`src/hdl/ohlc_pkg.sv`:
```
`timescale 1ns / 1ps
package ohlc_pkg;
  localparam int unsigned SymbolSlots = 16;
  localparam logic [31:0] DefaultInterval = 32'd300;

  localparam logic [3:0] REQ_BID      = 4'd0;
  localparam logic [3:0] REQ_ASK      = 4'd1;
  localparam logic [3:0] REQ_TRADE    = 4'd2;
  localparam logic [3:0] REQ_PAIR     = 4'd3;
  localparam logic [3:0] REQ_SNAP     = 4'd4;
  localparam logic [3:0] REQ_CDL_BID  = 4'd5;
  localparam logic [3:0] REQ_CDL_ASK  = 4'd6;
  localparam logic [3:0] REQ_CDL_TRD  = 4'd7;
  localparam logic [3:0] REQ_FLUSH    = 4'd8;

  localparam logic [1:0] CFG_INTERVAL = 2'd0;
  localparam logic [1:0] CFG_OFFSET   = 2'd1;
  localparam logic [1:0] CFG_DRY      = 2'd2;

  localparam logic [1:0] SIDE_BID   = 2'd0;
  localparam logic [1:0] SIDE_ASK   = 2'd1;
  localparam logic [1:0] SIDE_TRADE = 2'd2;

  // controller to datapath
  typedef struct packed {
    logic load;       // capture the request
    logic div_start;  // start remainder
    logic merge;      // merge request into store
    logic roll_end;   // set new bucket end
    logic clear_end;  // bucket end to zero
    logic clear_all;  // clear valid bits
    logic scan_start; // reset scan pointer
    logic scan_step;  // advance scan
    logic out_load;   // load output register from scan position
  } ohlc_cmd_t;

  // datapath to controller
  typedef struct packed {
    logic is_flush;
    logic is_unknown;
    logic need_roll;
    logic div_done;
    logic scan_hit;   // current scan position has a candle
    logic scan_last;  // no further candle after the current one
    logic scan_end;   // scan past last position
  } ohlc_sts_t;
endpackage

```
`src/hdl/ohlc_ctrl.sv`:
```
`timescale 1ns / 1ps
module ohlc_ctrl (
  input  logic              clk,
  input  logic              rst_n,
  input  logic              in_valid,
  output logic              in_ready,
  output logic              out_valid,
  input  logic              out_ready,
  output ohlc_pkg::ohlc_cmd_t cmd,
  input  ohlc_pkg::ohlc_sts_t sts
);
  typedef enum logic [2:0] {
    S_IDLE, S_DECIDE, S_DIV, S_SCAN, S_SEND, S_FINISH
  } state_t;

  state_t state_r;
  logic   out_valid_r;

  assign in_ready  = (state_r == S_IDLE);
  assign out_valid = out_valid_r;

  always_comb begin
    cmd = '0;
    case (state_r)
      S_IDLE: cmd.load = in_valid;
      S_DECIDE: begin
        if (!sts.is_unknown && !sts.is_flush && !sts.need_roll) cmd.merge = 1'b1;
        if (!sts.is_unknown && (sts.is_flush || sts.need_roll)) begin
          cmd.div_start  = !sts.is_flush;
          cmd.scan_start = 1'b1;
        end
      end
      S_SCAN: begin
        if (!sts.scan_end) begin
          cmd.scan_step = 1'b1;
          cmd.out_load  = sts.scan_hit;
        end
      end
      S_SEND: ;
      S_FINISH: begin
        cmd.clear_all = 1'b1;
      end
      S_DIV: begin
        // a rollover sets the new end and merges the request into the empty store
        if (sts.div_done) begin
          cmd.roll_end  = !sts.is_flush;
          cmd.clear_end = sts.is_flush;
          cmd.merge     = !sts.is_flush;
        end
      end
      default: ;
    endcase
  end

  // flush vs roll is remembered in the captured type
  always_ff @(posedge clk) begin
    if (!rst_n) begin
      state_r     <= S_IDLE;
      out_valid_r <= 1'b0;
    end else begin
      case (state_r)
        S_IDLE: if (in_valid) state_r <= S_DECIDE;
        S_DECIDE: begin
          if (sts.is_unknown || !(sts.is_flush || sts.need_roll)) state_r <= S_IDLE;
          else state_r <= S_SCAN;
        end
        S_SCAN: begin
          if (sts.scan_end) state_r <= S_FINISH;
          else if (sts.scan_hit) begin
            out_valid_r <= 1'b1;
            state_r     <= S_SEND;
          end
        end
        S_SEND: begin
          if (out_ready) begin
            out_valid_r <= 1'b0;
            state_r     <= S_SCAN;
          end
        end
        S_FINISH: state_r <= S_DIV;
        S_DIV: begin
          if (sts.div_done) state_r <= S_IDLE;
        end
        default: state_r <= S_IDLE;
      endcase
    end
  end
endmodule

```
`config.mk`:
```
export PLATFORM = sky130hd
export DESIGN_NAME = ohlc_ctrl
export DESIGN_NICKNAME = d
export VERILOG_FILES = /design/src/hdl/ohlc_pkg.sv /design/src/hdl/ohlc_ctrl.sv
export SDC_FILE = /design/constraint.sdc
export NUM_CORES = 1
export LEC_CHECK = 0
export ABC_AREA = 1
export ABC_CLOCK_PERIOD_IN_PS = 2100
export BUFFER_PORTS_ARGS = -buffer_cell sky130_fd_sc_hd__buf_2
export CORE_AREA = 2 2 39 41
export CTS_BUF_LIST = sky130_fd_sc_hd__clkbuf_4 sky130_fd_sc_hd__clkbuf_8 sky130_fd_sc_hd__clkbuf_16
export DETAILED_ROUTE_END_ITERATION = 10
export DIE_AREA = 0 0 41 43
export PLACE_DENSITY_LB_ADDON = 0.15
export RECOVER_POWER = 50
export SYNTH_ARGS = -nofsm -noshare
export SYNTH_HDL_FRONTEND = slang
export SYNTH_SLANG_ARGS = --single-unit
```
`constraint.sdc`:
```
create_clock -name clk -period 2.1 [get_ports clk]
set_input_delay 0.315 -clock clk [delete_from_list [all_inputs] [get_ports clk]]
set_output_delay 0.315 -clock clk [all_outputs]
set_load 0.02 [all_outputs]
```
==> metrics.txt <==
NetSw 0.188 mW; clock share of power 23.9%; CTS Buf Count 3; Post-synth EDFFs 0; Synth Area in Simple Gates 59.6%; synth unique cells 15; CTS Hold Buffers Added 0; vias 415; DR WL/cell 8.50 um; CTS clk-pin slew, worst paths 40 ps; Comb pwr share 48.4%; RSZ-0062 raised after global routing false; Sink Count 4; Initial DRC Count 6; status complete, no violations; kind of critical path reg -> out; chip height 43 um; top-count cell post-synth nor2_1; Final Worst Setup Slack 484 ps; first-pass GRT wire length 1.30 mm; GRT Util Overall 10.9%; Synth Register Bits 4; switch share 45.7%; post-synth design cell area 353 um^2; Longest Clk Path Bufs 2; Leak 0.290 nW; Root Buffer clkbuf_4; largest family of logic cells by synthesized area simple AND/OR/NAND/NOR gates; ANT cells 0; sequential share of the synthesized area 22.7%; Cell Int Power 0.223 mW; critical path peak fanout 6; Nets 98; clk_skew 0.139 ps; largest net degree at the start of global routing 8; synth warn 0; Mapped Cells 62; postcts setup bufs 0; WP data required 1780 ps; Vias/cell 4.11; commonest cells in the netlist nor2_1, inv_1, nand2_1, nand3_1, dfxtp_1; Remaining DRCs 0; CP Capture Type output port; Slew Limit Fails 0; die area 0.00176 mm^2; asr flop ratio synth 0%; Total Wirelength 859 um; Rel. slew slack 82.4%; Skew-Pair Late Insertion Delay 230 ps; initial antenna violation count 0; HPWL after DPL 677 um; Tcrit/Tclk final 77.0%; final hold viol count 0; Core Rows 14; post-synth top area cell dfxtp_1; GPL Wtd Cong 0.786; final setup fails 0; initial core utilization 25.5%; multiplexer share of the synthesized area 0%; fmax 619 MHz; ranking of synthesized cells by area dfxtp_1, nor2_1, inv_1; num ports 22; Routed Antenna Nets 0; PostCTS Resize Cnt 0; Area Overhead vs Synth 37.9%; # Max-Cap Violations 0; Post-Syn Area per Cell 5.69 um^2; Post-Synth XOR/XNOR Area 0%; Setup TNS Final 0 ps; Buffers on Ports 20; peak supply drop 0.321 mV; Yosys top cell area share 22.7%; router iterations before antenna repair 2; Place WS 752 ps; arrival time worst endpoint 1300 ps; Placeable Area 0.00138 mm^2; Flop pwr share 27.8%; worst-margin pin slew 263 ps; final critical-path required period 1620 ps; startpoint type of the worst setup path flip-flop; H-tree depth 1; vias in the first global route 331; die width 41 um; syn_nets 73; worst min path class in -> reg; post-synthesis adder-cell area fraction 0%; gr ovfl total 0; Pwr Density 844 mW/mm^2; Synth Area in Compound Gates 2.84%; TritonCTS clock tree built; layout cells sized above 1 32.9%; Post-synth top flop dfxtp_1
kinds of logic after synthesis:
logic type      Yosys count
buf+inv                  14
flops                     4
simple gates             42
compound gates            2
per-stage QoR:
step,instances,total power [mW],hold WS (ps),cell area [um^2],utilization [%]
2_1_floorplan,62,0.260,450,353,-
3_3_place_gp,98,0.318,473,473,34.2
3_5_place_dp,98,0.319,477,473,34.2
4_1_cts,101,0.420,332,495,35.8
5_1_grt,101,0.450,351,487,35.2
6_report,101,0.411,334,487,35.2
critical path, stage by stage (launching register included):
cell and delay [ps]:
dfxtp_1 370, inv_1 130, nand2_1 60, nor2_1 120
nand2_1 120, nor2_1 90, buf_2 160
placed cells by master (no fill, tap or decap):
| cell type | synthesis | layout |
|---|---|---|
| dfxtp_1 | 4 | 4 |
| inv_1 | 11 | 13 |
| nand2_1 | 10 | 10 |
| nor2_2 | 2 | 2 |
| nor3_2 | 1 | 1 |
| o21ai_0 | 1 | 1 |
| nor3_1 | 2 | 2 |
| nor2_1 | 16 | 16 |
| nand4_2 | 1 | 1 |
| nand4_1 | 1 | 1 |
| clkbuf_4 | 0 | 3 |
| clkbuf_1 | 0 | 3 |
| buf_2 | 0 | 17 |
| nand3_2 | 3 | 2 |
| nand3_1 | 5 | 6 |
| a21oi_1 | 1 | 1 |
| nand2_2 | 1 | 1 |
| inv_2 | 3 | 1 |
layer usage:
metal,track usage [%],wire (um),vias to the layer above,share of wire (%)
li1,-,-,236,-
met1,14.7,474,170,55
met2,15.9,346,9,40
met3,4.71,37,0,4.3
met4,2.00,0,0,0
met5,0,0,-,0
power groups by stage:
stage | clock, mW | sequential [mW] | combinational (mW)
2_1_floorplan | 0 | 0.110 | 0.150
3_3_place_gp | 0 | 0.117 | 0.201
3_5_place_dp | 0 | 0.116 | 0.203
4_1_cts | 0.102 | 0.115 | 0.203
5_1_grt | 0.108 | 0.117 | 0.225
6_report | 0.0980 | 0.114 | 0.199
path summary, 6_finish.rpt:
path	start	to	slack [ps]	cells after the start
setup reg to reg	state_r[2]$_SDFFE_PN0P_	state_r[0]$_SDFFE_PN0P_	810	7
hold reg to reg	out_valid$_SDFFE_PN0P_	out_valid$_SDFFE_PN0P_	490	2
hold / removal	rst_n	state_r[0]$_SDFFE_PN0P_	330	3
setup / recovery	state_r[2]$_SDFFE_PN0P_	cmd[7]	480	6
sequential cells by signal (all words and copies together), names as in the netlist:
name,flops
state_r,3
out_valid,1
area by class of cell:
type                    count  area (um^2)
inverters                  14         52.6
fillers                   157          897
repair buffers             20         96.3
flip-flops and latches      4         80.1
multi-input cells          44          215
clock buffers               3         22.5
well taps                  16         20.0
(Power assumes the default switching activity.)
